[src/design/rlss_pkg.sv]
package rlss_pkg;

    // led count register width, covers 0 to 511
    localparam int CW = 9;

    // command queue between front and back
    localparam int QDEPTH = 4;
    localparam int QPW    = $clog2(QDEPTH);
    localparam int QCW    = $clog2(QDEPTH + 1);

    localparam logic [7:0] MIN_PERIOD = 8'd2;

    localparam logic [CW-1:0] RST_LED_COUNT  = 9'd8;
    localparam logic [7:0]    RST_BRIGHTNESS = 8'd255;
    localparam logic [7:0]    RST_BIT_PERIOD = 8'd20;
    localparam logic [7:0]    RST_ONE_HIGH   = 8'd12;
    localparam logic [7:0]    RST_ZERO_HIGH  = 8'd4;

    typedef enum logic [2:0] {
        REG_LED_COUNT  = 3'd0,
        REG_BRIGHTNESS = 3'd1,
        REG_BIT_PERIOD = 3'd2,
        REG_ONE_HIGH   = 3'd3,
        REG_ZERO_HIGH  = 3'd4
    } t_reg_idx;

    typedef enum logic [1:0] {
        KIND_SET_ALL = 2'd0,
        KIND_SET_ONE = 2'd1,
        KIND_SHOW    = 2'd2,
        KIND_TICK    = 2'd3
    } t_kind;

    typedef enum logic [2:0] {
        OP_NONE,
        OP_FILL,
        OP_WRITE,
        OP_SHOW,
        OP_TICK
    } t_op;

    typedef enum logic [1:0] {
        ST_IDLE,
        ST_FILL,
        ST_LOAD
    } t_back_st;

    typedef struct packed {
        logic [CW-1:0] led_count;
        logic [7:0]    brightness;
        logic [7:0]    bit_period;
        logic [7:0]    one_high;
        logic [7:0]    zero_high;
    } t_cfg;

    typedef struct packed {
        t_op         op;
        logic [7:0]  pos;
        logic [23:0] color;
    } t_cmd;

    typedef struct packed {
        logic sending;
        logic filling;
    } t_back_stat;

    // floor(p / 255) for p below 65280
    function automatic logic [7:0] div255(input logic [15:0] p);
        logic [15:0] s;
        s = p + {8'd0, p[15:8]} + 16'd1;
        return s[15:8];
    endfunction

endpackage

[src/design/rlss_front.sv]
module rlss_front (
    input  logic                    i_clk,
    input  logic                    i_rst_n,
    input  logic                    i_start,
    input  logic [1:0]              i_kind,
    input  logic [7:0]              i_position,
    input  logic [7:0]              i_red,
    input  logic [7:0]              i_green,
    input  logic [7:0]              i_blue,
    input  logic [7:0]              i_brightness,
    input  logic [rlss_pkg::CW-1:0] i_n,
    input  logic [rlss_pkg::QCW-1:0] i_q_cnt,
    output logic                    o_busy,
    output logic                    o_push,
    output rlss_pkg::t_cmd          o_cmd
);
    import rlss_pkg::*;

    logic        r_s1_vld;
    t_kind       r_s1_kind;
    logic [7:0]  r_s1_pos;
    logic [15:0] r_s1_prod_r;
    logic [15:0] r_s1_prod_g;
    logic [15:0] r_s1_prod_b;
    logic        w_acc;
    logic [QCW:0] w_inflight;

    // queue entries plus the item in the multiply stage
    assign w_inflight = (QCW+1)'(i_q_cnt) + (QCW+1)'(r_s1_vld);
    assign o_busy     = (w_inflight >= (QCW+1)'(QDEPTH));
    assign w_acc      = i_start & ~o_busy;

    always_ff @(posedge i_clk) begin
        if (!i_rst_n) begin
            r_s1_vld <= 1'b0;
        end else begin
            r_s1_vld <= w_acc;
        end
    end

    always_ff @(posedge i_clk) begin
        if (w_acc) begin
            r_s1_kind   <= t_kind'(i_kind);
            r_s1_pos    <= i_position;
            r_s1_prod_r <= {8'd0, i_red}   * {8'd0, i_brightness};
            r_s1_prod_g <= {8'd0, i_green} * {8'd0, i_brightness};
            r_s1_prod_b <= {8'd0, i_blue}  * {8'd0, i_brightness};
        end
    end

    assign o_push = r_s1_vld;

    always_comb begin
        o_cmd.pos   = r_s1_pos;
        o_cmd.color = {div255(r_s1_prod_g), div255(r_s1_prod_r), div255(r_s1_prod_b)};
        case (r_s1_kind)
            KIND_SET_ALL: o_cmd.op = OP_FILL;
            KIND_SET_ONE: o_cmd.op = ({1'b0, r_s1_pos} < i_n) ? OP_WRITE : OP_NONE;
            KIND_SHOW:    o_cmd.op = OP_SHOW;
            KIND_TICK:    o_cmd.op = OP_TICK;
            default:      o_cmd.op = OP_NONE;
        endcase
    end

endmodule

[config.mk]
export PLATFORM = sky130hd
export DESIGN_NAME = rlss_front
export DESIGN_NICKNAME = d
export VERILOG_FILES = /design/src/design/rlss_pkg.sv /design/src/design/rlss_front.sv
export SDC_FILE = /design/constraint.sdc
export NUM_CORES = 1
export LEC_CHECK = 0
export ABC_AREA = 1
export BUFFER_PORTS_ARGS = -buffer_cell sky130_fd_sc_hd__buf_2
export CAP_MARGIN = 30
export CORE_MARGIN = 4
export CORE_UTILIZATION = 40
export CTS_CLUSTER_SIZE = 30
export DETAILED_ROUTE_END_ITERATION = 10
export SLEW_MARGIN = 20
export SYNTH_ARGS = -nofsm -noshare
export SYNTH_HDL_FRONTEND = slang
export SYNTH_SLANG_ARGS = --single-unit
[constraint.sdc]
create_clock -name i_clk -period 11.8 [get_ports i_clk]
set_input_delay 1.18 -clock i_clk [delete_from_list [all_inputs] [get_ports i_clk]]
set_output_delay 1.18 -clock i_clk [all_outputs]
set_load 0.01 [all_outputs]
==> results by group <==
Outcome
  • Status: finished, final reports clean

Floorplanning
  • Initial Util: 0.406
  • Die area: 0.0300 sq mm
  • FP Rows: 60
  • Die width: approximately 170 microns
  • Die Height: about 170 microns
  • Core ar.: 0.0269 sq mm
  • I/O pins: 94

Cells and area
  • # diodes: 0
  • Most common cell after layout, fill and taps aside: nand2_1
  • Final std cells w/o fill: between 2,000 and 2,500
  • Layout cells sized above 1: 0.0750
  • Syn-to-layout area delta: 9.62%
  • Final #Nets: 1,963
  • Final core area utilization: 0.445
  • Highest-count cells in the layout ignoring fill and taps: nand2_1, inv_1, ha_1
  • Fill cell count: about 2,800
  • Final non-filler cell area: 0.0120 sq mm

Drt
  • Wire length on met1: 11,800 microns
  • Via count: 9,359
  • Final WL: 24,400 microns
  • WL met3: 954 microns
  • Residual DRC: 0
  • Length of routed met2 wiring: 11,500 microns
  • Via density: 4.66
  • Wire length per cell: roughly 12 microns
  • DR top layer: met4
  • 1st-pass router iterations: 5
  • DRT iter0 DRCs: 506
  • Remaining antenna violation count: 0

Logic synthesis
  • Synthesized Nets: ~1,900
  • Average size of a mapped cell: between 6 and 7 sq um
  • Synth warn: 0
  • Synth Cell Area: 0.0109 sq mm
  • Sequential share of the synthesized area: 0.161
  • Cells after synthesis: 1,597
  • Synth unique cells: 25
  • Flops & latches, synth: 59

GRT
  • GR Overflow Total: 0
  • Global Route Usage Sum: 0.169
  • First-pass GRT wire length: 42,800 microns
  • Largest net degree at the start of global routing: 59
  • Initial antenna violation count: 0
  • Vias in the first global route: 9,368

STA
  • Final hold violations: 0
  • RSZ-0062 raised after global routing: false
  • TNS Setup: 0 ns
  • Hold slack final: 0.624 ns
  • Worst setup margin: 6.97 ns
  • Max-slew headroom: 0.487
  • Period utilization: 0.409
  • Skew final: 0.00822 ns
  • Fmax: 207 MHz
  • Least-Margin Pin Slew: 0.770 ns
  • Final setup viols: 0
  • Minimum clock period: 4.83 ns
  • Slew Limit Fails: 0

Power and ir drop
  • PwrDens: 159 mW/mm^2
  • P_leak: roughly 7.7 nW
  • Peak supply drop: 0.0000805 V
  • Tot Pwr: 1.90 mW

Worst setup path
  • Worst Path Arrival: ~5 ns
  • Req. time, crit path: 11.90 ns
  • R2r startpoint: o_push
  • Worst setup EP type: flop
  • Length in cells of the worst reg-to-reg path: 3
  • Crit-path slowest cell: fa_1
  • Worst-path maximum fanout: 24
  • CP Launch Type: input pin
  • R2R setup slack: roughly 10 ns
  • CP Class: in -> reg
  • Critical path's largest stage delay: 0.55 ns
  • Worst path cell trace: buf_2 > nand2_1 > fa_1 > fa_1 > inv_1 > fa_1 > inv_1 > fa_1 > inv_1 > ha_1 > nand2_1 > a21oi_1 > o21ai_0 > nand3_1 > nand2_1 > nand2_1
  • Worst R2R End: r_s1_prod_b[15]

Clock tree
  • Max clock buf depth: 2
  • Worst-path clk slew: roughly 0.060 ns
  • CTS root buf: clkbuf_16
  • # resized after CTS: 0
  • H-Tree Depth: 3
  • Clock Latency Late Sink: 0.34 ns
  • CTS tree: done
  • Cts hold-fix bufs: 0
  • Post-CTS Repair Setup Buffers: 0
  • Clock sink count: 59
  • CTS Buf Count: 9

Place
  • Gpl congestion: 0.850
  • Dpl ws: 6.60 ns
  • Placed inst area: about 0.012 sq mm
  • Final HPWL DP: 20,600 microns
  • Total placed cells including tap cells: 1,992
  • Port Buffer Count: 93

Worst hold path
  • Critical hold path startpoint: o_push
  • Hold EP: o_push
  • Hold Path Cell Cnt: 2
  • HP Class: reg -> reg

Flow run
  • # Max-Cap Violations: 0
synth_stat cells (all sizes together):
cell / instances / share of area
nor3: 12 / 0.0055
nand4: 13 / 0.0075
nand2: 520 / 0.18
a21o: 6 / 0.0041
fa: 108 / 0.20
nor2: 86 / 0.030
ha: 136 / 0.16
xnor2: 14 / 0.011
o21bai: 3 / 0.0021
inv: 461 / 0.16
nand3: 78 / 0.039
dfxtp: 1 / 0.0018
nor3b: 1 / 0.00069
clkbuf: 40 / 0.014
xor2: 10 / 0.0080
a31o: 1 / 0.00080
and2: 6 / 0.0034
edfxtp: 58 / 0.16
a21oi: 30 / 0.014
o211ai: 1 / 0.00069
o21ai: 11 / 0.0050
o21a: 1 / 0.00069
logic make-up (layout without fill, tap and decap cells):
family	Yosys count	count (layout)	share of synthesized area
DFF	59	59	0.161
buffers and inverters	501	571	0.172
xor gates and xnor gates	24	24	0.0193
and+or+nand+nor	716	716	0.266
adders and majority gates	244	244	0.354
AOI/OAI and AO/OA	53	53	0.0272
routing by layer:
metal	vias to the layer above	GRT usage
li1	4814	-
met1	4345	0.229
met2	178	0.290
met3	22	0.0262
met4	0	0.0306
met5	-	0
state kept, by name, summed over array words and instances (netlist names):
name / cells
r_s1_pos: 8
r_s1_prod_r: 16
r_s1_prod_b: 16
o_push: 1
r_s1_kind: 2
r_s1_prod_g: 16
worst max path at each step:
| stage | depth (start not counted) | from | to |
|---|---|---|---|
| floorplan | 16 | i_brightness[7] | r_s1_prod_r[12] |
| global placement | 16 | i_brightness[7] | r_s1_prod_r[12] |
| detailed placement | 16 | i_brightness[7] | r_s1_prod_r[12] |
| CTS | 16 | i_brightness[7] | r_s1_prod_r[12] |
| global route | 16 | i_brightness[4] | r_s1_prod_r[12] |
| finish | 16 | i_brightness[7] | r_s1_prod_r[12] |
worst max-delay path: cells and delay by family:
family | cells | cell delay (ns)
AOI/OAI and AO/OA | 2 | 0.28
adders and majority gates | 5 | 2.47
buffers and inverters | 4 | 0.50
and+or+nand+nor | 5 | 0.48
power by group:
part	internal [mW]	switching [mW]
clock network	0.162	0.0992
registers	0.323	0.0556
logic	0.479	0.778
cell type report:
type | instances | area (sq um) | share of cell area
Multi-Input combinational cell | 1037 | 7270 | 0.608
Timing Repair Buffer | 94 | 473 | 0.0395
Clock inverter | 7 | 67.6 | 0.00565
Tap cell | 341 | 427 | 0.0357
Clock buffer | 9 | 225 | 0.0188
Sequential cell | 59 | 1760 | 0.147
Inverter | 461 | 1730 | 0.145
(Power assumes the default switching activity.)
