===== config.mk =====
export PLATFORM = sky130hd
export DESIGN_NAME = rlss_cfg
export DESIGN_NICKNAME = d
export VERILOG_FILES = /design/src/design/rlss_pkg.sv /design/src/design/rlss_cfg.sv
export SDC_FILE = /design/constraint.sdc
export NUM_CORES = 1
export LEC_CHECK = 0
export ABC_CLOCK_PERIOD_IN_PS = 1900
export BUFFER_PORTS_ARGS = -buffer_cell sky130_fd_sc_hd__buf_2
export CORE_MARGIN = 1
export CORE_UTILIZATION = 45
export CTS_CLUSTER_DIAMETER = 150
export DETAILED_ROUTE_END_ITERATION = 8
export PLACE_DENSITY_LB_ADDON = 0.12
export SLEW_MARGIN = 20
export SYNTH_ARGS = -nofsm -noshare
export SYNTH_HDL_FRONTEND = slang
export SYNTH_SLANG_ARGS = --single-unit
export TNS_END_PERCENT = 10

===== constraint.sdc =====
create_clock -name i_clk -period 1.9 [get_ports i_clk]
set_input_delay 0.38 -clock i_clk [delete_from_list [all_inputs] [get_ports i_clk]]
set_output_delay 0.38 -clock i_clk [all_outputs]
set_load 0.01 [all_outputs]

===== src/design/rlss_pkg.sv =====
package rlss_pkg;

    // led count register width, covers 0 to 511
    localparam int CW = 9;

    // command queue between front and back
    localparam int QDEPTH = 4;
    localparam int QPW    = $clog2(QDEPTH);
    localparam int QCW    = $clog2(QDEPTH + 1);

    localparam logic [7:0] MIN_PERIOD = 8'd2;

    localparam logic [CW-1:0] RST_LED_COUNT  = 9'd8;
    localparam logic [7:0]    RST_BRIGHTNESS = 8'd255;
    localparam logic [7:0]    RST_BIT_PERIOD = 8'd20;
    localparam logic [7:0]    RST_ONE_HIGH   = 8'd12;
    localparam logic [7:0]    RST_ZERO_HIGH  = 8'd4;

    typedef enum logic [2:0] {
        REG_LED_COUNT  = 3'd0,
        REG_BRIGHTNESS = 3'd1,
        REG_BIT_PERIOD = 3'd2,
        REG_ONE_HIGH   = 3'd3,
        REG_ZERO_HIGH  = 3'd4
    } t_reg_idx;

    typedef enum logic [1:0] {
        KIND_SET_ALL = 2'd0,
        KIND_SET_ONE = 2'd1,
        KIND_SHOW    = 2'd2,
        KIND_TICK    = 2'd3
    } t_kind;

    typedef enum logic [2:0] {
        OP_NONE,
        OP_FILL,
        OP_WRITE,
        OP_SHOW,
        OP_TICK
    } t_op;

    typedef enum logic [1:0] {
        ST_IDLE,
        ST_FILL,
        ST_LOAD
    } t_back_st;

    typedef struct packed {
        logic [CW-1:0] led_count;
        logic [7:0]    brightness;
        logic [7:0]    bit_period;
        logic [7:0]    one_high;
        logic [7:0]    zero_high;
    } t_cfg;

    typedef struct packed {
        t_op         op;
        logic [7:0]  pos;
        logic [23:0] color;
    } t_cmd;

    typedef struct packed {
        logic sending;
        logic filling;
    } t_back_stat;

    // floor(p / 255) for p below 65280
    function automatic logic [7:0] div255(input logic [15:0] p);
        logic [15:0] s;
        s = p + {8'd0, p[15:8]} + 16'd1;
        return s[15:8];
    endfunction

endpackage


===== src/design/rlss_cfg.sv =====
module rlss_cfg (
    input  logic            i_clk,
    input  logic            i_rst_n,
    input  logic            i_psel,
    input  logic            i_penable,
    input  logic            i_pwrite,
    input  logic [4:0]      i_paddr,
    input  logic [31:0]     i_pwdata,
    output logic [31:0]     o_prdata,
    output logic            o_pready,
    output rlss_pkg::t_cfg  o_cfg
);
    import rlss_pkg::*;

    t_cfg     r_cfg;
    t_cfg     n_cfg;
    t_reg_idx w_idx;
    logic     w_wr;

    assign w_idx    = t_reg_idx'(i_paddr[4:2]);
    assign w_wr     = i_psel & i_penable & i_pwrite;
    assign o_pready = 1'b1;
    assign o_cfg    = r_cfg;

    always_comb begin
        n_cfg = r_cfg;
        if (w_wr) begin
            case (w_idx)
                REG_LED_COUNT:  n_cfg.led_count  = i_pwdata[CW-1:0];
                REG_BRIGHTNESS: n_cfg.brightness = i_pwdata[7:0];
                REG_BIT_PERIOD: n_cfg.bit_period = i_pwdata[7:0];
                REG_ONE_HIGH:   n_cfg.one_high   = i_pwdata[7:0];
                REG_ZERO_HIGH:  n_cfg.zero_high  = i_pwdata[7:0];
                default: ;
            endcase
        end
    end

    always_comb begin
        case (w_idx)
            REG_LED_COUNT:  o_prdata = {{(32-CW){1'b0}}, r_cfg.led_count};
            REG_BRIGHTNESS: o_prdata = {24'd0, r_cfg.brightness};
            REG_BIT_PERIOD: o_prdata = {24'd0, r_cfg.bit_period};
            REG_ONE_HIGH:   o_prdata = {24'd0, r_cfg.one_high};
            REG_ZERO_HIGH:  o_prdata = {24'd0, r_cfg.zero_high};
            default:        o_prdata = 32'd0;
        endcase
    end

    always_ff @(posedge i_clk) begin
        if (!i_rst_n) begin
            r_cfg.led_count  <= RST_LED_COUNT;
            r_cfg.brightness <= RST_BRIGHTNESS;
            r_cfg.bit_period <= RST_BIT_PERIOD;
            r_cfg.one_high   <= RST_ONE_HIGH;
            r_cfg.zero_high  <= RST_ZERO_HIGH;
        end else begin
            r_cfg <= n_cfg;
        end
    end

endmodule


==> summary.txt <==
Flow run
  • Maximum Capacitance Violations: 0

Timing
  • Post-layout worst setup margin: between 0.1 and 0.15 ns
  • RSZ-0062 raised after global routing: false
  • Period Utilization, post-route: around 94%
  • Final-report hold violation count: 0
  • Final slew viol count: 0
  • Worst clock skew on the final layout: 0 ns
  • Final setup vio count: 0
  • Max Clock Freq: between 500 and 600 MHz
  • Fin crit period: approximately 1.8 ns

Place
  • Number of input and output port buffers inserted: 66
  • GP Congestion: between 0.7 and 0.8
  • Pre-CTS setup slack: -0.135 ns
  • Estimated wirelength of the detail-placed design: 3870 um

Power and ir drop
  • Power density cells: 685 nW/um2
  • P_leak: 1.20 nW
  • Worst supply voltage drop on vdd: between 300 and 400 uV
  • Total power after layout: between 1.5 and 2 mW

Floorplanning
  • Effective utilization at floorplan: ~48%
  • Height of the chip: about 70 um
  • Number of top-level pins: 116
  • Die width: between 70 and 80 um
  • Core region area: 4470 um2
  • Site row count: 24
  • Die outline area: approximately 5000 um2

Clock network
  • Library cell used as clock root buffer: sky130_fd_sc_hd__clkbuf_8
  • Post-CTS Setup Repair Bufs: 0
  • CTS tree: built
  • Sink count of the clock tree: 41
  • Worst skew pair latency: about 0.3 ns
  • CTS max path bufs: 2
  • Number of levels the H-tree was split into: 2
  • TritonCTS buffer count: 5
  • Clock-pin slew on the worst setup and hold paths: 0.08 ns

Final layout
  • Ratio of cells with drive above 1 in the final layout: approximately a third
  • Number of antenna cells inserted: 0
  • P&R area growth vs syn: 23.5%
  • Number of flip-flops in the largest register: 41
  • Layout Nets: between 300 and 400

Critical path
  • Worst flop-to-flop path startpoint: o_cfg[31]
  • Largest driver fanout on the critical path: 8
  • CP cell instances: buf_4 -> nor2_2 -> a22oi_1 -> o22ai_1 -> buf_2
  • Slowest cell on crit path: sky130_fd_sc_hd__nor2_2
  • Critical path launch point: i_paddr[2]
  • Worst path buffer plus inverter count: 2
  • Kind of launch point of the worst setup path: primary input
  • Family of cells with the greatest summed delay on the critical path: simple AND/OR/NAND/NOR gates
  • Worst endpoint data arrival time: approximately 1.4 ns
  • Worst Setup End Kind: output pin
  • CP max stage delay: between 0.3 and 0.4 ns
  • Critical path required time: about 1.5 ns
  • Worst Setup Path Type: in2out

Route
  • Post-DRT Antenna Nets: 0
  • Wire length per cell: about 15 um
  • Total via count in the routed design: ~1900
  • Final wirelength: 5210 um
  • Detail-routed via count per cell: about 5.2
  • Drc violations: 9
  • Initial DRT Pass Iterations: 9
  • First-iteration detailed-routing DRC count: 166

Global routing
  • Vias in the first global route: ~1700
  • Overall routing resource usage: 21.8%
  • Maximum number of pins on one net before global-route repair: 29
  • Wire length of the first global-routing pass: 8450 um
  • Total overflow reported by the global router: 0
  • Number of antenna violations at the first check in global routing: 0

Synth
  • Warning count from the yosys run: 0
  • Number of instances in the synthesized netlist: 230
  • Yosys reg bits: 41
  • Mapped Area: 2150 um2
  • Post-synthesis average cell area: between 9 and 10 um2
  • Sequential-to-total area share from yosys stat: a little under two fifths
  • Unique cell type count in the Yosys netlist: 32

Status
  • Status: complete, but fails checks
  • Violated checks: DRC

Worst hold path
  • Hold crit path type: in2reg
  • Hold path start: i_pwdata[8]
synth_stat cells:
cell / n / area (um2)
sky130_fd_sc_hd__dfxtp_1: 41 / 821
sky130_fd_sc_hd__buf_2: 1 / 5.00
sky130_fd_sc_hd__nand3_2: 1 / 10.0
sky130_fd_sc_hd__nand4b_4: 1 / 23.8
sky130_fd_sc_hd__mux2i_1: 35 / 350
sky130_fd_sc_hd__and3b_1: 1 / 8.76
sky130_fd_sc_hd__nand4_1: 1 / 6.26
sky130_fd_sc_hd__nor2_1: 1 / 3.75
sky130_fd_sc_hd__o211ai_1: 6 / 45.0
sky130_fd_sc_hd__nor2b_1: 12 / 75.1
sky130_fd_sc_hd__nor3_4: 2 / 32.5
sky130_fd_sc_hd__nor4b_1: 1 / 8.76
sky130_fd_sc_hd__and2b_1: 1 / 7.51
sky130_fd_sc_hd__inv_1: 6 / 22.5
sky130_fd_sc_hd__buf_1: 1 / 3.75
sky130_fd_sc_hd__or2b_1: 1 / 7.51
sky130_fd_sc_hd__a31oi_1: 1 / 6.26
sky130_fd_sc_hd__o22ai_1: 8 / 50.1
sky130_fd_sc_hd__o21ai_0: 5 / 25.0
sky130_fd_sc_hd__clkbuf_8: 2 / 27.5
sky130_fd_sc_hd__a22oi_1: 14 / 105
sky130_fd_sc_hd__clkbuf_1: 9 / 33.8
sky130_fd_sc_hd__nand3_1: 1 / 5.00
sky130_fd_sc_hd__nor3_1: 1 / 5.00
sky130_fd_sc_hd__buf_4: 26 / 195
sky130_fd_sc_hd__nand2_1: 36 / 135
sky130_fd_sc_hd__inv_2: 1 / 3.75
sky130_fd_sc_hd__mux2_2: 8 / 90.1
sky130_fd_sc_hd__and4b_1: 1 / 10.0
sky130_fd_sc_hd__and3_1: 2 / 12.5
sky130_fd_sc_hd__a21oi_1: 1 / 5.00
sky130_fd_sc_hd__conb_1: 2 / 7.51
tightest hold or removal path: stages:
cell and delay, ns:
sky130_fd_sc_hd__buf_2 0.09, sky130_fd_sc_hd__nand2_1 0.05, sky130_fd_sc_hd__mux2i_1 0.06
placed cells by master (no fill, tap or decap), types with 3 or more instances in the layout:
cell type                  instances
sky130_fd_sc_hd__o21ai_0           5
sky130_fd_sc_hd__dfxtp_1          41
sky130_fd_sc_hd__mux2_2            8
sky130_fd_sc_hd__conb_1           24
sky130_fd_sc_hd__buf_2            65
sky130_fd_sc_hd__a22oi_1          14
sky130_fd_sc_hd__clkbuf_8          6
sky130_fd_sc_hd__buf_12            3
sky130_fd_sc_hd__inv_1             6
sky130_fd_sc_hd__mux2i_1          35
sky130_fd_sc_hd__buf_4            15
sky130_fd_sc_hd__nand2_1          36
sky130_fd_sc_hd__nor2b_1          12
sky130_fd_sc_hd__o211ai_1          6
sky130_fd_sc_hd__o22ai_1           8
power by group:
part           switching, mW  internal [mW]
registers            0.00544          0.865
logic                  0.131         0.0814
clock network          0.304          0.428
metal layers:
layer | track usage, % | up-vias | share of wire (%)
met4 | 7.33 | 0 | 1.2
met3 | 3.99 | 6 | 6.6
li1 | - | 899 | -
met1 | 30.7 | 863 | 48
met5 | 0 | - | 0
met2 | 33.7 | 86 | 44
final timing paths:
path | endpoint | slack [ns] | cells after the start
max | o_prdata[0] | 0.11 | 5
min | o_cfg[40] | 0.33 | 3
max reg2reg | o_cfg[31] | 1.24 | 2
min reg2reg | o_cfg[22] | 0.47 | 2
final cells by class:
class | instances | area [um2]
Multi-Input combinational cell | 165 | 1130
Sequential cell | 41 | 821
Fill cell | 419 | 1820
Tap cell | 52 | 65.1
Clock buffer | 7 | 86.3
Clock inverter | 1 | 30.0
Inverter | 7 | 26.3
Timing Repair Buffer | 83 | 498
kinds of logic (layout without fill, tap and decap cells):
logic type / count (synthesis) / after routing / share of synthesized area, %
AOI/OAI and AO/OA: 35 / 35 / 11.0
buffers and inverters: 46 / 98 / 13.6
DFF: 41 / 41 / 38.2
muxes: 43 / 43 / 20.5
other: 2 / 24 / 0.350
and+or+nand+nor: 63 / 63 / 16.4
through the flow:
step	cells	setup TNS (ns)	hold slack (ns)	utilization (%)	cell area, um2
floorplan	252	0	0.487	-	2230
global placement	348	-0.868	0.457	56.6	2530
CTS	356	0	0.320	59.2	2650
global route	356	0	0.349	59.3	2650
detailed placement	348	-0.802	0.462	56.6	2530
finish	356	0	0.326	59.3	2650
what timing repair did:
item,4_1_cts,5_1_grt
gates cloned,0,0
endpoints found under the setup margin,7,7
gates resized for setup,1,2
hold buffers,0,0
Power figures use the tool's default switching activity.
