### config.mk
export PLATFORM = sky130hd
export DESIGN_NAME = rlss_fifo
export DESIGN_NICKNAME = d
export VERILOG_FILES = /design/src/design/rlss_pkg.sv /design/src/design/rlss_fifo.sv
export SDC_FILE = /design/constraint.sdc
export NUM_CORES = 1
export LEC_CHECK = 0
export BUFFER_PORTS_ARGS = -buffer_cell sky130_fd_sc_hd__buf_2
export CAP_MARGIN = 25
export CORE_UTILIZATION = 57
export CTS_CLUSTER_DIAMETER = 80
export DETAILED_ROUTE_END_ITERATION = 8
export PLACE_DENSITY = 0.8
export SYNTH_ARGS = -nofsm -noshare
export SYNTH_HDL_FRONTEND = slang
export SYNTH_SLANG_ARGS = --single-unit
export TNS_END_PERCENT = 1
### constraint.sdc
create_clock -name i_clk -period 4.85 [get_ports i_clk]
set_input_delay 1.455 -clock i_clk [delete_from_list [all_inputs] [get_ports i_clk]]
set_output_delay 1.455 -clock i_clk [all_outputs]
set_load 0.03 [all_outputs]
### src/design/rlss_pkg.sv
package rlss_pkg;

    // led count register width, covers 0 to 511
    localparam int CW = 9;

    // command queue between front and back
    localparam int QDEPTH = 4;
    localparam int QPW    = $clog2(QDEPTH);
    localparam int QCW    = $clog2(QDEPTH + 1);

    localparam logic [7:0] MIN_PERIOD = 8'd2;

    localparam logic [CW-1:0] RST_LED_COUNT  = 9'd8;
    localparam logic [7:0]    RST_BRIGHTNESS = 8'd255;
    localparam logic [7:0]    RST_BIT_PERIOD = 8'd20;
    localparam logic [7:0]    RST_ONE_HIGH   = 8'd12;
    localparam logic [7:0]    RST_ZERO_HIGH  = 8'd4;

    typedef enum logic [2:0] {
        REG_LED_COUNT  = 3'd0,
        REG_BRIGHTNESS = 3'd1,
        REG_BIT_PERIOD = 3'd2,
        REG_ONE_HIGH   = 3'd3,
        REG_ZERO_HIGH  = 3'd4
    } t_reg_idx;

    typedef enum logic [1:0] {
        KIND_SET_ALL = 2'd0,
        KIND_SET_ONE = 2'd1,
        KIND_SHOW    = 2'd2,
        KIND_TICK    = 2'd3
    } t_kind;

    typedef enum logic [2:0] {
        OP_NONE,
        OP_FILL,
        OP_WRITE,
        OP_SHOW,
        OP_TICK
    } t_op;

    typedef enum logic [1:0] {
        ST_IDLE,
        ST_FILL,
        ST_LOAD
    } t_back_st;

    typedef struct packed {
        logic [CW-1:0] led_count;
        logic [7:0]    brightness;
        logic [7:0]    bit_period;
        logic [7:0]    one_high;
        logic [7:0]    zero_high;
    } t_cfg;

    typedef struct packed {
        t_op         op;
        logic [7:0]  pos;
        logic [23:0] color;
    } t_cmd;

    typedef struct packed {
        logic sending;
        logic filling;
    } t_back_stat;

    // floor(p / 255) for p below 65280
    function automatic logic [7:0] div255(input logic [15:0] p);
        logic [15:0] s;
        s = p + {8'd0, p[15:8]} + 16'd1;
        return s[15:8];
    endfunction

endpackage

### src/design/rlss_fifo.sv
module rlss_fifo (
    input  logic                     i_clk,
    input  logic                     i_rst_n,
    input  logic                     i_push,
    input  rlss_pkg::t_cmd           i_cmd,
    input  logic                     i_pop,
    output rlss_pkg::t_cmd           o_head,
    output logic                     o_empty,
    output logic [rlss_pkg::QCW-1:0] o_cnt
);
    import rlss_pkg::*;

    t_cmd           r_buf [QDEPTH];
    logic [QPW-1:0] r_wr_ptr;
    logic [QPW-1:0] r_rd_ptr;
    logic [QCW-1:0] r_cnt;

    assign o_head  = r_buf[r_rd_ptr];
    assign o_empty = (r_cnt == '0);
    assign o_cnt   = r_cnt;

    always_ff @(posedge i_clk) begin
        if (!i_rst_n) begin
            r_wr_ptr <= '0;
            r_rd_ptr <= '0;
            r_cnt    <= '0;
        end else begin
            if (i_push) begin
                r_wr_ptr <= r_wr_ptr + QPW'(1);
            end
            if (i_pop) begin
                r_rd_ptr <= r_rd_ptr + QPW'(1);
            end
            case ({i_push, i_pop})
                2'b10:   r_cnt <= r_cnt + QCW'(1);
                2'b01:   r_cnt <= r_cnt - QCW'(1);
                default: r_cnt <= r_cnt;
            endcase
        end
    end

    always_ff @(posedge i_clk) begin
        if (i_push) begin
            r_buf[r_wr_ptr] <= i_cmd;
        end
    end

endmodule

==> summary.txt, run 1 <==
Worst-path clk slew -> 0.06 ns
Starting Density -> 59.5%
CTS sink count -> 149
Die Area -> 10100 um^2
DRT iter0 DRCs -> 79
Dominant cell type by area after synthesis -> edfxtp_1
Leakage -> 2.28 nW
Largest net degree at the start of global routing -> 36
Number of buffers created by CTS -> 17
First drt pass iteration count -> 4
Syn avg cell area -> 24.3 um^2
Post-Syn Area -> 5550 um^2
Vias in the first global route -> 2617
Worst-Margin Slew -> 0.962 ns
CP max FO -> 17
Cell area after placement -> 6020 um^2
Final worst-path cycle share -> 80.6%
Syn Nets -> 273
Nets -> 363
Final hold vios -> 0
Synth unique cells -> 21
Clock buffer depth -> 2
CP required -> 3.39 ns
Gr usage total -> 19.4%
VDD IR max -> 0.285 mV
Commonest non-fill, non-tap cell in the layout -> edfxtp_1
Ports -> 78
Later-pin clock latency in the skew report -> 0.51 ns
Max Cap Viol -> 0
Synth Instances -> 228
Routability Congestion -> 0.645
Detailed placer's ending HPWL -> 4980 um
Grt met3 use -> 6.87%
Port Buf Inserts -> 77
Yosys warnings -> 0
Slack of the critical path -> 0.943 ns
Hold Crit Class -> reg2reg
GR Util met1 -> 24.2%
Run status -> completed
Worst Setup End Kind -> output port
Root Driver -> clkbuf_8
Post-route DRC violation count -> 0
Die H -> 101 um
Critical Path AT -> 2.45 ns
Routed wire length -> 8890 um
Met2 usage -> 30.8%
Die width -> 101 um
Antenna Nets Post-Route -> 0
Avg WL per Cell -> 19.3 um
Dpl cells -> 428
Placement Setup Slack -> 1.41 ns
RSZ-0062 raised after global routing -> false
Area Growth Syn to Fin -> 19.5%
Area share of the largest cell type after synthesis -> 75.8%
F_max -> 256 MHz
Vias per cell -> 5.45
ANT cells -> 0
Final instance area -> 6630 um^2
Hold Path End -> o_cnt[2]
Hold Path Stages -> 2
GRT Residual Overflow -> 0
Clock Skew -> 0.00701 ns
Pwr Density -> 477 nW/um^2
Post-route minimum period -> 3.91 ns
R2r startpoint -> r_wr_ptr[0]
# Post-CTS Setup Buffers -> 0
FP Rows -> 35
FF-to-FF setup slack -> 3.11 ns
Final Util -> 71.1%
Most frequent cells in the layout -> 140 x edfxtp_1, 77 x buf_2, 30 x mux4_2
Sequential share of the synthesized area -> 79.0%
Worst r2r dst -> r_buf[0][27]
Register bit total from synthesis -> 149
Final setup TNS -> 0 ns
Worst-case reg-to-reg path depth -> 3
Core area -> 9330 um^2
Non-Filler Instances -> 460
Initial antenna violation count -> 1
Vias -> 2505
# resized after CTS -> 0
Final Setup Violations -> 0
Setup CP Type -> reg2out
Top Usage Layer GRT -> met2
H-tree Lvls -> 4
Relative slew slack -> 35.8%
Share of cells above drive strength 1 -> 43.2%
Synth area leaders -> edfxtp_1 76%, mux4_2 12%, dfxtp_1 3.2%
Critical Path Start Type -> flip-flop
First-pass GRT wire length -> 13500 um
HP Start -> o_cnt[2]
CTS tree -> done
CTS Hold Buffers Added -> 0
Pins Over Slew Limit -> 0
[metal layers]
metal	part of all wire (%)	routed length, um	up-vias
li1	-	-	1129
met1	43	3810	1281
met2	50	4470	82
met3	5.4	483	11
met4	1.2	110	2
met5	0.15	13	-
[stage by stage]
stage	hold WS (ns)	power [mW]
final	0.518	3.16
after global routing	0.568	3.26
after CTS	0.522	3.19
after detailed placement	0.513	1.87
after global placement	0.501	1.86
after floorplan	0.528	1.77
[cell type report]
cell class                 instances  area, um^2
clock buffer                      19         422
clock inverter                    13         181
fill                             551        2700
inverter                           6        22.5
multi-input combinational         65        1050
sequential                       149        4390
tap                              129         161
timing repair buffer              79         400
[sequential cells by signal (all words and copies together) (netlist names), named ones only]
register  count
o_cnt         3
r_buf       140
r_rd_ptr      2
r_wr_ptr      2
[worst max path at each step]
stage | startpoint | to | slack, ns | depth (start not counted)
6_report | flip-flop | o_head[29] | 0.94 | 3
5_1_grt | flip-flop | o_head[29] | 0.77 | 3
4_1_cts | flip-flop | o_head[29] | 0.86 | 3
3_5_place_dp | flip-flop | o_head[29] | 1.41 | 3
3_3_place_gp | flip-flop | o_head[27] | 1.43 | 3
2_1_floorplan | i_push | o_cnt[2] | 2.13 | 7
[worst max-delay path, stage by stage (launching register included)]
cell	delay (ns)
dfxtp_2	0.69
buf_4	0.42
mux4_1	0.62
buf_2	0.20
[Yosys cell counts]
cell and n:
or3_1 1, xnor2_1 2, buf_12 3, o21ai_0 2, mux2i_1 1, clkbuf_2 1, mux4_2 30, edfxtp_1 140
buf_6 1, and2_1 10, dfxtp_1 9, fa_1 1, ha_1 5, inv_1 6, nand2_1 2, a21boi_0 1
nor2b_1 1, mux4_1 5, xor2_1 3, buf_2 3, nor3_1 1
[cell families (layout without fill, tap and decap cells)]
family | count (synthesis) | count (layout) | share of synthesized area, %
buffers and inverters | 14 | 117 | 2.05
adders and majority gates | 6 | 6 | 1.49
muxes | 36 | 36 | 14.7
AOI/OAI and AO/OA | 3 | 3 | 0.316
DFF | 149 | 149 | 79.0
and+or+nand+nor | 15 | 15 | 1.58
xor gates and xnor gates | 5 | 5 | 0.790
[report_power, final]
part / internal [mW] / switching, mW
combinational: 0.126 / 0.204
clock: 0.832 / 0.487
sequential: 1.48 / 0.0346
No activity file was read; power rests on OpenSTA's default activity.
==> run 2, diff against run 1 <==
--- a/config.mk
+++ b/config.mk
@@ -7,10 +7,10 @@
 export LEC_CHECK = 0
 export BUFFER_PORTS_ARGS = -buffer_cell sky130_fd_sc_hd__buf_2
 export CAP_MARGIN = 25
-export CORE_UTILIZATION = 57
+export CORE_UTILIZATION = 51
 export CTS_CLUSTER_DIAMETER = 80
 export DETAILED_ROUTE_END_ITERATION = 8
-export PLACE_DENSITY = 0.8
+export PLACE_DENSITY = 0.76
 export SYNTH_ARGS = -nofsm -noshare
 export SYNTH_HDL_FRONTEND = slang
 export SYNTH_SLANG_ARGS = --single-unit
==> constraint.sdc (replaced) <==
create_clock -name i_clk -period 3.35 [get_ports i_clk]
set_input_delay 1.005 -clock i_clk [delete_from_list [all_inputs] [get_ports i_clk]]
set_output_delay 1.005 -clock i_clk [all_outputs]
set_load 0.03 [all_outputs]
==> run 2 against run 1 <==
  * Clock skew is 0.0017 ns lower
  * Design area is 1.1% higher
  * Total power increased by 41%
  * Die area increased by 12%
  * Clock-buffer cell count down 2
  * Cell count rose by 3.0%
  * Combinational power up 54%
  * Critical endpoint is now o_head[34]
==> summary.txt, run 2 (synthesis gave the netlist of run 1 again) <==
Die width -> 106 um (was 101 um)
Sw Pwr -> 1.11 mW (was 726 uW)
Pwr Density -> 663 nW/um^2 (was 477 nW/um^2)
Final hold vios -> 0 (unchanged)
Tot Pwr -> 4.44 mW (was 3.16 mW)
First-pass GRT wire length -> 14200 um (was 13500 um)
Largest net degree at the start of global routing -> 24 (was 36)
Area Growth Syn to Fin -> 20.8% (was 19.5%)
CTS tree -> done (unchanged)
DRT iter0 DRCs -> 108 (was 79)
Critical Path Start Type -> flip-flop (unchanged)
Commonest non-fill, non-tap cell in the layout -> edfxtp_1 (unchanged)
GRT Residual Overflow -> 0 (unchanged)
Gr usage total -> 17.8% (was 19.4%)
Clock Skew -> 0.00534 ns (was 0.00701 ns)
Final Setup Violations -> 0 (unchanged)
CTS Hold Buffers Added -> 0 (unchanged)
Final worst-path cycle share -> 92.5%
CP max FO -> 10 (was 17)
FF-to-FF setup slack -> 1.70 ns (was 3.11 ns)
Critical Path AT -> 2.09 ns (was 2.45 ns)
# fillers -> 726 (was 551)
Later-pin clock latency in the skew report -> 0.51 ns (about the same)
Root Driver -> clkbuf_8 (unchanged)
Clock buffer depth -> 2 (unchanged)
Post-route DRC violation count -> 0 (unchanged)
Comb pwr share -> 11.4% (was 10.4%)
Cell area after placement -> 6140 um^2 (was 6020 um^2)
Detailed placer's ending HPWL -> 5760 um (was 4980 um)
# Post-CTS Setup Buffers -> 0 (unchanged)
CTS sink count -> 149 (unchanged)
Vias -> 2508 (was 2505)
Avg WL per Cell -> 19.1 um (was 19.3 um)
Share of cells above drive strength 1 -> 45.6% (was 43.2%)
Most frequent cells in the layout -> 140 x edfxtp_1, 77 x buf_2, 30 x mux4_2 (unchanged)
ANT cells -> 0 (unchanged)
Run status -> completed (unchanged)
Relative slew slack -> 63.6% (was 35.8%)
Max reg flops -> 140 (unchanged)
Sw Share -> 24.9% (was 23.0%)
Vias per cell -> 5.29 (was 5.45)
Routability Congestion -> 0.671 (was 0.645)
Die Area -> 11300 um^2 (was 10100 um^2)
FP Rows -> 37 (was 35)
Clock network fraction of design power -> 39.7% (was 41.8%)
Leakage -> 2.33 nW (was 2.28 nW)
Worst Setup End Kind -> output port (unchanged)
Worst-Margin Slew -> 0.546 ns (was 0.962 ns)
Dpl cells -> 442 (was 428)
Non-Filler Instances -> 474 (was 460)
Antenna Nets Post-Route -> 0 (unchanged)
Placement Setup Slack -> 0.749 ns (was 1.41 ns)
VDD IR max -> 0.347 mV (was 0.285 mV)
# resized after CTS -> 0 (unchanged)
Initial antenna violation count -> 0 (was 1)
Routed wire length -> 9060 um (was 8890 um)
Final setup TNS -> 0 ns (unchanged)
Die H -> 106 um (was 101 um)
RSZ-0062 raised after global routing -> false (unchanged)
CP required -> 2.34 ns (was 3.39 ns)
Largest Register -> r_buf (unchanged)
Final instance area -> 6700 um^2 (was 6630 um^2)
Core area -> 10400 um^2 (was 9330 um^2)
Sequential Power Share -> 48.9% (was 47.8%)
Slack of the critical path -> 0.251 ns (was 0.943 ns)
Pins Over Slew Limit -> 0 (unchanged)
Port Buf Inserts -> 77 (unchanged)
Max Cap Viol -> 0 (unchanged)
H-tree Lvls -> 4 (unchanged)
Starting Density -> 53.2% (was 59.5%)
Int Pwr -> 3.34 mW (was 2.43 mW)
First drt pass iteration count -> 4 (unchanged)
Nets -> 370 (was 363)
F_max -> 323 MHz
Worst-path clk slew -> 0.06 ns (about the same)
Number of buffers created by CTS -> 17 (unchanged)
Hold Crit Class -> reg2reg (unchanged)
Vias in the first global route -> 2713 (was 2617)
Ports -> 78 (unchanged)
Post-route minimum period -> 3.10 ns
Setup CP Type -> reg2out (unchanged)
## run 2: changes by cell type in the layout (fill, tap and decap cells not counted), moves of 3 or more
cell / before / now
buf_12: 0 / 4
inv_6: 1 / 4
clkinvlp_4: 6 / 2
bufinv_16: 4 / 1
clkinv_4: 0 / 4
buf_4: 2 / 5
## run 2: final cells by class
class                   count  area, um^2  share of cell area, %
clock buffers              17         414                   6.18
clock inverters            15         148                   2.20
flip-flops and latches    149        4390                   65.5
repair buffers             86         503                   7.51
well taps                 136         170                   2.54
inverters                   6        22.5                  0.336
multi-input cells          65        1050                   15.7
## run 2: power groups by stage
stage               combinational (mW)  sequential, mW  clock, mW
floorplan                        0.364            2.20          0
detailed placement               0.517            2.21          0
global placement                 0.508            2.21          0
CTS                              0.519            2.17       1.80
global route                     0.545            2.18       1.88
finish                           0.508            2.17       1.76
## run 2: final timing paths
kind | cells after the start | start | end
min | 2 | o_cnt[2] | o_cnt[2]
max reg2reg | 4 | r_wr_ptr[0] | r_buf[0][33]
max | 3 | flip-flop | o_head[34]
min reg2reg | 2 | o_cnt[2] | o_cnt[2]
## run 2: layer usage
layer | up-vias | wire (um) | global-route usage (%)
met5 | - | 0 | 0
met4 | 0 | 131 | 8.63
met3 | 13 | 439 | 4.17
met2 | 70 | 4830 | 30.2
met1 | 1280 | 3660 | 21.6
li1 | 1145 | - | -
## run 2: per-stage QoR
step	utilization, %	hold slack [ns]
after floorplan	-	0.528
after global placement	58.9	0.494
after detailed placement	58.9	0.511
after CTS	64.3	0.517
after global routing	64.3	0.563
final	64.3	0.505
## run 2: critical path: stages, from the launching register on
cell and delay, ns:
dfxtp_2 0.54, buf_4 0.27, mux4_1 0.57, buf_2 0.19
